`src/rtl/vna_pkg.sv`:
```
// ----------------------------------------------------------------------------
// vna_pkg
// Shared types and constants of the vertex normal accumulator.
// ----------------------------------------------------------------------------
package vna_pkg;

    localparam int VERTEX_COUNT = 32768;
    localparam int IDX_WIDTH    = $clog2(VERTEX_COUNT);
    localparam int COORD_WIDTH  = 16;
    localparam int COUNT_WIDTH  = 8;
    localparam int SUM_WIDTH    = 43;
    localparam int NORMAL_WIDTH = 36;
    localparam int DIFF_WIDTH   = COORD_WIDTH + 1;
    localparam int PROD_WIDTH   = 2 * DIFF_WIDTH;
    localparam int DIV_STEPS    = SUM_WIDTH;
    localparam logic [COUNT_WIDTH-1:0] COUNT_MAX = {COUNT_WIDTH{1'b1}};
    localparam int QUEUE_DEPTH  = 2;

    typedef enum logic [1:0] {
        OP_LOAD = 2'd0,
        OP_FACE = 2'd1,
        OP_READ = 2'd2,
        OP_NONE = 2'd3
    } t_op;

    typedef struct packed {
        t_op                           op;
        logic [IDX_WIDTH-1:0]          idx_a;
        logic [IDX_WIDTH-1:0]          idx_b;
        logic [IDX_WIDTH-1:0]          idx_c;
        logic signed [COORD_WIDTH-1:0] cx;
        logic signed [COORD_WIDTH-1:0] cy;
        logic signed [COORD_WIDTH-1:0] cz;
    } t_req;

    typedef enum logic [4:0] {
        ST_IDLE,
        ST_RD_A,
        ST_RD_B,
        ST_RD_C,
        ST_DIFF,
        ST_MUL,
        ST_SUB,
        ST_ACC_RD,
        ST_ACC_WR,
        ST_RD_SUM,
        ST_SIGN,
        ST_DIV,
        ST_FIX,
        ST_EMIT,
        ST_CLEAR
    } t_state;

endpackage

```
`src/rtl/vna_front.sv`:
```
// ----------------------------------------------------------------------------
// vna_front
// Request intake: drops unused ops and pushes into a queue.
// ----------------------------------------------------------------------------
module vna_front import vna_pkg::*; (
    input  logic                    i_clk,
    input  logic                    i_rst_n,
    input  logic                    i_push,
    input  t_req                    i_req,
    input  logic                    i_pop,
    output logic                    o_full,
    output logic                    o_valid,
    output t_req                    o_req
);

    t_req r_q [QUEUE_DEPTH];
    logic [$clog2(QUEUE_DEPTH)-1:0] r_wp, r_rp;
    logic [$clog2(QUEUE_DEPTH):0]   r_cnt, n_cnt;
    logic                           w_wr;

    // unused op makes no entry
    assign w_wr    = i_push && !o_full && (i_req.op != OP_NONE);
    assign o_full  = (r_cnt == ($clog2(QUEUE_DEPTH)+1)'(QUEUE_DEPTH));
    assign o_valid = (r_cnt != '0);
    assign o_req   = r_q[r_rp];

    always_comb begin
        n_cnt = r_cnt;
        if (w_wr && !(i_pop && o_valid)) n_cnt = r_cnt + 1'b1;
        else if (!w_wr && i_pop && o_valid) n_cnt = r_cnt - 1'b1;
    end

    always_ff @(posedge i_clk) begin
        if (!i_rst_n) begin
            r_wp  <= '0;
            r_rp  <= '0;
            r_cnt <= '0;
        end else begin
            r_cnt <= n_cnt;
            if (w_wr) r_wp <= r_wp + 1'b1;
            if (i_pop && o_valid) r_rp <= r_rp + 1'b1;
        end
    end

    always_ff @(posedge i_clk) begin
        if (w_wr) r_q[r_wp] <= i_req;
    end

endmodule

```
`config.mk`:
```
export PLATFORM = sky130hd
export DESIGN_NAME = vna_front
export DESIGN_NICKNAME = d
export VERILOG_FILES = /design/src/rtl/vna_pkg.sv /design/src/rtl/vna_front.sv
export SDC_FILE = /design/constraint.sdc
export NUM_CORES = 1
export LEC_CHECK = 0
export ABC_AREA = 0
export BUFFER_PORTS_ARGS = -buffer_cell sky130_fd_sc_hd__buf_4
export CORE_MARGIN = 2
export CORE_UTILIZATION = 30
export DETAILED_ROUTE_END_ITERATION = 10
export PLACE_DENSITY = 0.61
export SYNTH_ARGS = -nofsm -noshare
export SYNTH_HDL_FRONTEND = slang
export SYNTH_SLANG_ARGS = --single-unit
```
`constraint.sdc`:
```
create_clock -name i_clk -period 12.5 [get_ports i_clk]
set_input_delay 2.5 -clock i_clk [delete_from_list [all_inputs] [get_ports i_clk]]
set_output_delay 2.5 -clock i_clk [all_outputs]
set_load 0.1 [all_outputs]
```
Word-level counts from Yosys, hierarchy flattened:

Memory sizes are Yosys's and may differ from the RTL's. A register that Yosys moved wholly into a read port is not among the register bits.
Cells that the tools add are included.

* register bits after elaboration: 4
* memory bits (writable): 190
* bits of input ports: 99
* output and inout bits: 97
* logic and storage cells: 27
* memories: 1

* add/subtract/negate cells: 4
* equal/unequal tests: 2
* mux-type cells: 6
* reduce and logical (&&, ||, !) cells: 11

Memory list
* r_q: depth 2, width 95, read ports 1, clocked after Yosys merged registers in 1, write ports 1, line vna_front.sv:16 `t_req r_q [QUEUE_DEPTH];`

Operators with widths (count)
* logical AND 1 bit: 6
* two-way mux 1 bit: 4
* two-way mux 2 bit: 2
* nonzero test 2 bit: 2
* zero test 1 bit: 3
* adder 1 bit, second input constant: 2
* adder 2 x 1 -> 2 bit, second input constant: 1
* equality test 2 bit, second input constant: 1
* inequality test 2 bit, second input constant: 1
* subtractor 2 x 1 -> 2 bit, second input constant: 1

Longest topological paths before layout:

Gate-level depths: netlist of run 1.

* depth after elaboration: 9
* gate-level depth with buffers: 4
* gate-level depth less buffers: 3

Least setup slack after synthesis of run 1:

No wires, ideal clock.

* path kind: input port to flip-flop
* start point: in i_push
* end point: mem r_q[1][0] in the netlist's numbering (enable)
* library setup time: 685 ps
* data arrival time: 9652 ps
* data required time: 11815 ps
* setup slack: 2163 ps
* cell stages on the path: 2
* buffers on the path: 0
* cells stage by stage: a21bo_2 > nor3b_1

* cells in the longest elaborated chain, start to end: 4

RTL lines
* start, declared: line vna_front.sv:8 `input logic i_push,`
* logical AND 1 bit (2 in series): line vna_front.sv:22 `assign w_wr = i_push && !o_full && (i_req.op != OP_NONE);`
* two-way mux 1 bit: line vna_front.sv:46 `if (w_wr) r_q[r_wp] <= i_req;`
* two-way mux 1 bit (not written as such): line vna_front.sv:46
* end, declared: line vna_front.sv:16

Every way passes these cells.

==> results of run 1 <==
-- power by group through the flow --
| stage | Combinational, mW | Clock, mW | Sequential (mW) |
|---|---|---|---|
| finish | 0.412 | 0.508 | 0.770 |
| global route | 0.425 | 0.557 | 0.773 |
| CTS | 0.416 | 0.528 | 0.771 |
| detailed placement | 0.415 | 0 | 0.785 |
| global placement | 0.412 | 0 | 0.783 |
| floorplan | 0.335 | 0 | 0.782 |
-- worst max-delay path by stage --
| stage | end | depth (start not counted) |
|---|---|---|
| floorplan | r_q[1][0] | 2 |
| global placement | o_req[79] | 3 |
| detailed placement | o_req[77] | 3 |
| CTS | o_req[77] | 3 |
| global route | o_req[92] | 3 |
| finish | o_req[92] | 3 |
-- logic make-up after synthesis --
family	count (synthesis)
buffers and inverters	12
AND/OR/NAND/NOR	12
AO/OA/AOI/OAI	8
multiplexers	95
flip-flops	195
XOR/XNOR	1
-- registers in the layout, summed over array words and instances, names as in the netlist, named ones only --
name and flops:
r_q 190, r_cnt 2, r_rp 1, r_wp 1
-- metal layers --
| layer | routed length (µm) | vias up | part of all wire |
|---|---|---|---|
| met5 | 0 | - | 0 |
| met4 | 180 | 0 | 0.013 |
| met3 | 1080 | 10 | 0.076 |
| met2 | 7120 | 125 | 0.50 |
| met1 | 5840 | 1832 | 0.41 |
| li1 | - | 1696 | - |
-- worst max-delay path: stages, from the launching register on --
cell and delay (ps):
dfxtp_4 840, buf_4 800, mux2_2 420, buf_4 230
-- per-stage QoR --
stage	util	setup WS, ps	hold WS, ps
floorplan	-	2160	472
global placement	0.379	7670	484
detailed placement	0.379	7630	504
CTS	0.401	7160	529
global route	0.401	7070	533
finish	0.401	7260	521
-- final cells by class --
class | count | area share
clock buffer | 17 | 0.0438
clock inverter | 15 | 0.0132
inverter | 1 | 0.000387
multi-input combinational | 116 | 0.147
sequential | 195 | 0.599
tap | 324 | 0.0418
timing repair buffer | 200 | 0.155
-- Yosys cell counts, drive strengths merged --
| library cell | instances | area share |
|---|---|---|
| nor4 | 1 | 0.00085 |
| o21ai | 1 | 0.00068 |
| or2 | 1 | 0.0012 |
| buf | 11 | 0.013 |
| dfxtp | 5 | 0.014 |
| mux2 | 95 | 0.17 |
| nor2b | 1 | 0.0019 |
| a21boi | 1 | 0.0010 |
| nand2 | 2 | 0.0010 |
| nor3 | 1 | 0.00068 |
| xor2 | 1 | 0.0012 |
| and2b | 1 | 0.0012 |
| nor2 | 3 | 0.0015 |
| a21bo | 1 | 0.0014 |
| nand3b | 1 | 0.0010 |
| o2bb2a | 1 | 0.0027 |
| nor3b | 1 | 0.0010 |
| a2111oi | 1 | 0.0020 |
| o21a | 2 | 0.0020 |
| a31oi | 1 | 0.00085 |
| inv | 1 | 0.00051 |
| edfxtp | 190 | 0.78 |
==> flow_summary.yaml, run 1 <==
critical_path:
  cp_data_arrival_time_ps: 2740
  rr_endpoint: "r_q[1][57]"
  path_class: "flop to output pin"
  critPathRequiredTime_ps: 10000
  r2r_setup_slack_ps: 10710
  start_kind: "flop"
  cp_max_fo: 49
  rr_startpoint: "r_cnt[0]"
  endpoint_kind: "output pin"
  reg2reg_depth: 3
synth:
  synthSimpleGateAreaFrac: 0.0104
  post_synth_xor_area_fraction: 0.00120
  syn_avg_cell_area_um2: 22.7
  synth-seq-cells: 195
  seq_area_frac_synth: 0.793
  synth_top_family_by_area: "multiplexers"
  synth_adder_area_share: 0
  synth-compound-area-share: 0.0108
  synth_cell_types: 24
  syn_nets: 422
  synthCells: 323
  synth_mux_area_frac: 0.172
  synth_warnings: 0
  synth_area_um2: 7320
placed_design:
  gp_congestion: 0.700
  dpl_cell_area_um2: 9150
  numPortBuffers: 195
  dp.cells: 836
power:
  pwr-share-seq: 0.456
  pwr-share-clk: 0.301
  ir_drop_v: 0.0000729
  intPower_mw: 1.12
  switching_share: 0.335
  p_comb_frac: 0.244
  p_per_area_nw_per_um2: 174
  power_switching_uw: 567
  power_mw: 1.69
  power_leakage_nw: 3.61
routing:
  drc: 0
  dr.pass1.iters: 4
  postRouteAntennaNets: 0
  routed_wl_mm: 14.2
  viasPerCell: 4.22
  drtIter0Drc: 130
  num_vias: 3663
  wl_per_cell_um: 16.4
floorplanning:
  io_pins: 196
  core_um2: 24200
  rows: 57
  die_w_um: 160
  die_h_um: 160
  start_util: 0.303
  die_area_um2: 25700
clocking:
  cts_tree: "built"
  clkTransAtPathRegs_ps: 70
  cts_resized: 0
  insertion_delay_ps: 430
  cts-root-buf: "clkbuf_16"
  numCtsBuffers: 17
  cts_hold_buf: 0
  cts_buffer_depth: 2
  htreeDepth: 4
  post_cts_buffers: 0
  clock_sinks: 195
global_routing:
  use_met1: 0.126
  antenna_found_initial: 0
  gr-total-overflow: 0
  top_usage_layer: "met2"
  globalRouteTotalUtil: 0.112
  grt_first_pass_wirelength_mm: 21.7
  use_met3: 0.0442
  grt_use_met2: 0.193
  grt_max_degree: 50
  grt_pass1_vias: 4034
layout:
  design_area_um2: 9700
  area_growth_pct: 32.5
  fin_nets: 630
  antennaDiodeCount: 0
  layout_common_cells: "buf_4, edfxtp_1, mux2_4"
  layout.cells.non_filler: 868
  ff_latch_area_um2: 5810
  layout_commonest_cell: "buf_4"
  drive_above_1_share: 0.616
  multi_input_area_um2: 1430
  nFillCells: 2170
timing:
  timing.final.crit_share: 0.420
  post-route-min-period_ps: 5240
  max_slew_margin: 0.431
  fmax_mhz: 191
  worstMarginPinSlew_ps: 853
  setup_violations: 0
  finalSetupTns_ps: 0
  drv_slew: 0
  rsz0062_at_grt: "false"
  report.final.hold_viol_count: 0
  clock_skew_ps: 16.2
hold_path:
  hold_start: "r_rp"
  hp-class: "flop to flop"
  worstHoldPathCells: 2
status:
  status: "complete, no violations"
job:
  maxCapViolCount: 0
(Power assumes the default switching activity.)
==> run 2: changes to the inputs <==
--- a/config.mk
+++ b/config.mk
@@ -10,7 +10,7 @@
 export CORE_MARGIN = 2
 export CORE_UTILIZATION = 30
 export DETAILED_ROUTE_END_ITERATION = 10
-export PLACE_DENSITY = 0.61
+export PLACE_DENSITY = 0.63
 export SYNTH_ARGS = -nofsm -noshare
 export SYNTH_HDL_FRONTEND = slang
 export SYNTH_SLANG_ARGS = --single-unit
==> constraint.sdc (replaced) <==
create_clock -name i_clk -period 4.48 [get_ports i_clk]
set_input_delay 0.896 -clock i_clk [delete_from_list [all_inputs] [get_ports i_clk]]
set_output_delay 0.896 -clock i_clk [all_outputs]
set_load 0.1 [all_outputs]
==> run 2 against run 1 <==
Net effect:
- clock skew is 10 ps lower
- design area is 0.55% higher
- global-route usage is 0.14 points higher
- setup slack worse by 6000 ps
- first-iteration DRC count is 36% higher
- largest power group unchanged
- register-to-register slack worse by 8100 ps
- count of clock-buffer cells in the layout stayed put
- via count is 1.9% higher
- sequential power grew to 2.8 times the previous value
- hold slack worse by 14 ps
- critical path type unchanged
- total power grew to 2.8 times the previous value
- final cell count is 0.12% higher
==> flow_summary.yaml, run 2 (synthesized netlist as in run 1, its figures left out) <==
status:
  status: "complete, no violations"
hold_path:
  hold_start: "r_rp"
  hp-class: "flop to flop"
routing:
  num_vias: 3733
  wl_per_cell_um: 16.5
  viasPerCell: 4.30
  dr.pass1.iters: 4
  postRouteAntennaNets: 0
  drtIter0Drc: 177
  routed_wl_mm: 14.4
  drc: 0
layout:
  largest_reg_flops: 190
  layout_common_cells: "buf_4, edfxtp_1, mux2_4"
  design_area_um2: 9760
  final_util: 0.404
  fin_nets: 631
  antennaDiodeCount: 0
  reg_top3: "r_q: 190 flops, r_cnt: 2 flops"
  layout.cells.non_filler: 869
  largest-register: "r_q"
  area_growth_pct: 33.2
  layout_commonest_cell: "buf_4"
  drive_above_1_share: 0.617
critical_path:
  crit_slowest_cell: "dfxtp_4"
  crit_path_frequent_cell: "buf_4"
  endpoint_kind: "output pin"
  crit_chain: "buf_4, mux2_2, buf_4"
  path_class: "flop to output pin"
  critPathRequiredTime_ps: 3580
  crit_family: "flip-flops"
  cp_num_buf_inv: 2
  start_kind: "flop"
  cp_max_fo: 44
  cp_data_arrival_time_ps: 2310
  max_stage_delay_ps: 820
  rr_startpoint: "r_cnt[0]"
floorplanning:
  rows: 57
  io_pins: 196
  start_util: 0.303
  die_w_um: 160
  die_h_um: 160
  core_um2: 24200
  die_area_um2: 25700
placed_design:
  dp_hpwl_mm: 9.56
  dpl_cell_area_um2: 9180
  dp.cells: 837
  gp_congestion: 0.704
  dp_slack_ps: 1670
  numPortBuffers: 195
power:
  pwr-share-clk: 0.308
  intPower_mw: 3.19
  switching_share: 0.331
  pwr-share-seq: 0.450
  power_switching_mw: 1.58
  p_comb_frac: 0.242
  p_per_area_nw_per_um2: 489
  ir_drop_v: 0.000211
  power_leakage_nw: 3.63
clocking:
  clock_sinks: 195
  cts_resized: 0
  insertion_delay_ps: 420
  clkTransAtPathRegs_ps: 70
  htreeDepth: 4
  cts_tree: "built"
  cts_hold_buf: 0
  cts_buffer_depth: 2
  post_cts_buffers: 0
  cts-root-buf: "clkbuf_16"
  numCtsBuffers: 17
global_routing:
  antenna_found_initial: 0
  gr-total-overflow: 0
  grt_max_degree: 55
  globalRouteTotalUtil: 0.113
  grt_first_pass_wirelength_mm: 21.9
  grt_pass1_vias: 4025
timing:
  rsz0062_at_grt: "false"
  report.final.hold_viol_count: 0
  setup_violations: 0
  timing.final.crit_share: 0.716
  drv_slew: 0
  fmax_mhz: 312
  clock_skew_ps: 6.21
  max_slew_margin: 0.475
  post-route-min-period_ps: 3210
  worstMarginPinSlew_ps: 788
  setup_slack_ps: 1270
job:
  maxCapViolCount: 0
## run 2: per-layer routing
layer	part of all wire	track usage	up-vias
li1	-	-	1697
met3	0.068	0.0413	10
met5	0	0	-
met2	0.51	0.194	139
met1	0.42	0.133	1887
met4	0.010	0.0356	0
## run 2: final timing paths
check | endpoint | slack [ps] | cells after the start
max | o_req[17] | 1270 | 3
min | r_rp | 510 | 2
max reg2reg | r_q[1][50] | 2640 | 3
min reg2reg | r_rp | 510 | 2
## run 2: final cells by class
cell class	count	area (µm²)
Tap cell	324	405
Timing Repair Buffer	201	1520
Inverter	1	3.75
Sequential cell	195	5810
Fill cell	2167	14400
Multi-Input combinational cell	116	1440
Clock inverter	15	149
Clock buffer	17	425
## run 2: through the flow
step | setup TNS [ps] | hold slack (ps) | total power [mW]
final | 0 | 507 | 4.77
after global routing | 0 | 560 | 4.94
after floorplan | -166420 | 472 | 3.11
after detailed placement | 0 | 497 | 3.36
after CTS | 0 | 518 | 4.84
after global placement | 0 | 488 | 3.34
## run 2: worst min-delay path, stage by stage (launching register included)
cell	delay [ps]
dfxtp_1	330
xor2_1	80
nor2_1	70
## run 2: power by group through the flow
stage          sequential [mW]  clock, mW  combinational [mW]
2_1_floorplan             2.17          0               0.935
3_3_place_gp              2.19          0                1.15
3_5_place_dp              2.19          0                1.16
4_1_cts                   2.15       1.52                1.17
5_1_grt                   2.16       1.59                1.19
6_report                  2.15       1.47                1.15
==> run 3: changes to the inputs <==
--- a/config.mk
+++ b/config.mk
@@ -10,7 +10,7 @@
 export CORE_MARGIN = 2
 export CORE_UTILIZATION = 30
 export DETAILED_ROUTE_END_ITERATION = 10
-export PLACE_DENSITY = 0.63
+export PLACE_DENSITY = 0.61
 export SYNTH_ARGS = -nofsm -noshare
 export SYNTH_HDL_FRONTEND = slang
 export SYNTH_SLANG_ARGS = --single-unit
==> constraint.sdc (replaced) <==
create_clock -name i_clk -period 3.16 [get_ports i_clk]
set_input_delay 0.632 -clock i_clk [delete_from_list [all_inputs] [get_ports i_clk]]
set_output_delay 0.632 -clock i_clk [all_outputs]
set_load 0.1 [all_outputs]
==> run 3 against run 2 <==
Net effect:
- wire length is 2.7% lower
- count of clock-buffer cells in the layout is 1 higher
- core utilization is 0.29 points higher
- final cell count is 0.12% lower
- critical endpoint is now o_req[85]
- highest routed layer unchanged
==> flow_summary.yaml, run 3 (synthesized netlist as in run 1, its figures left out) <==
power:
  p_per_area_nw_per_um2: 702
  ir_drop_v: 0.000290
  power_mw: 6.90
  power_leakage_nw: 3.65
placed_design:
  gp_congestion: 0.687
  dp_slack_ps: 866
  numPortBuffers: 195
  dp.cells: 837
  dpl_cell_area_um2: 9230
  dp_hpwl_mm: 9.22
timing:
  fmax_mhz: 372
  rsz0062_at_grt: "false"
  clock_skew_ps: 19.9
  report.final.hold_viol_count: 0
  max_slew_margin: 0.669
  post-route-min-period_ps: 2680
  timing.final.crit_share: 0.850
  drv_slew: 0
  worstMarginPinSlew_ps: 496
  finalSetupTns_ps: 0
  setup_violations: 0
  setup_slack_ps: 475
status:
  status: "complete, no violations"
floorplanning:
  io_pins: 196
  start_util: 0.303
  rows: 57
  die_h_um: 160
  die_w_um: 160
  die_area_um2: 25700
  core_um2: 24200
routing:
  dr.pass1.iters: 4
  drtIter0Drc: 152
  routed_wl_mm: 14.0
  drc: 0
  num_vias: 3596
  postRouteAntennaNets: 0
  wl_per_cell_um: 16.1
  viasPerCell: 4.14
critical_path:
  crit_chain: "buf_12, mux2_2, buf_4"
  endpoint_kind: "output pin"
  cp_max_fo: 35
  r2r_setup_slack_ps: 1570
  start_kind: "flop"
  rr_startpoint: "r_cnt[0]"
  max_stage_delay_ps: 670
  critPathRequiredTime_ps: 2530
  crit_slowest_cell: "dfxtp_4"
  path_class: "flop to output pin"
  cp_data_arrival_time_ps: 2050
clocking:
  clkTransAtPathRegs_ps: 70
  clock_sinks: 195
  insertion_delay_ps: 430
  cts_resized: 0
  cts_hold_buf: 0
  post_cts_buffers: 0
  htreeDepth: 4
  cts-root-buf: "clkbuf_16"
  cts_buffer_depth: 2
  numCtsBuffers: 17
  cts_tree: "built"
global_routing:
  grt_pass1_vias: 3900
  grt_first_pass_wirelength_mm: 21.3
  antenna_found_initial: 0
  gr-total-overflow: 0
  grt_max_degree: 68
  globalRouteTotalUtil: 0.109
layout:
  design_area_um2: 9830
  layout_common_cells: "buf_4, edfxtp_1, mux2_4"
  layout.cells.non_filler: 868
  layout_commonest_cell: "buf_4"
  nFillCells: 2184
  drive_above_1_share: 0.614
  largest_reg_flops: 190
  reg_top3: "r_q: 190 flops, r_cnt: 2 flops"
  antennaDiodeCount: 0
  area_growth_pct: 34.2
  fin_nets: 631
  largest-register: "r_q"
hold_path:
  hold_start: "i_req[76]"
  hp-class: "input pin to flop"
job:
  maxCapViolCount: 0
-- run 3: cell types whose count changed in the layout (fill, tap and decap cells not counted), moves of 2 or more --
cell	previous run	this run
buf_12	1	4
buf_4	200	197
bufinv_16	1	3
clkinv_4	5	0
inv_6	2	4
-- run 3: area by class of cell --
| cell class | instances | area (µm²) | share of cell area |
|---|---|---|---|
| flip-flops and latches | 195 | 5810 | 0.591 |
| repair buffers | 201 | 1560 | 0.159 |
| multi-input cells | 116 | 1450 | 0.148 |
| clock buffers | 18 | 429 | 0.0437 |
| well taps | 324 | 405 | 0.0412 |
| clock inverters | 13 | 171 | 0.0174 |
| inverters | 1 | 3.75 | 0.000382 |
-- run 3: where the power goes --
part	switching (mW)	internal (mW)	total, mW
combinational	1.22	0.439	1.65
clock	0.953	1.26	2.21
sequential	0.0490	2.99	3.03
-- run 3: metrics by stage --
stage	utilization	hold WS (ps)
after global placement	0.382	489
after floorplan	-	472
after detailed placement	0.382	499
after CTS	0.407	364
after global routing	0.407	366
final	0.407	384
-- run 3: layer usage --
layer  up-vias  share of wire  global-route usage
met4         0          0.010              0.0356
met1      1760           0.42               0.131
li1       1699              -                   -
met5         -              0                   0
met2       125           0.50               0.182
met3        12          0.072              0.0405
-- run 3: worst paths after layout --
kind,to,depth (start not counted)
worst max-delay path,o_req[85],3
worst min-delay path,r_q[1][76],1
worst max register to register,r_q[1][31],3
worst min register to register,r_rp,2
-- run 3: worst max-delay path, delay by kind of cell (launching register included) --
| family | cells | cell delay [ps] |
|---|---|---|
| flip-flops | 1 | 670 |
| multiplexers | 1 | 390 |
| buffers and inverters | 2 | 540 |
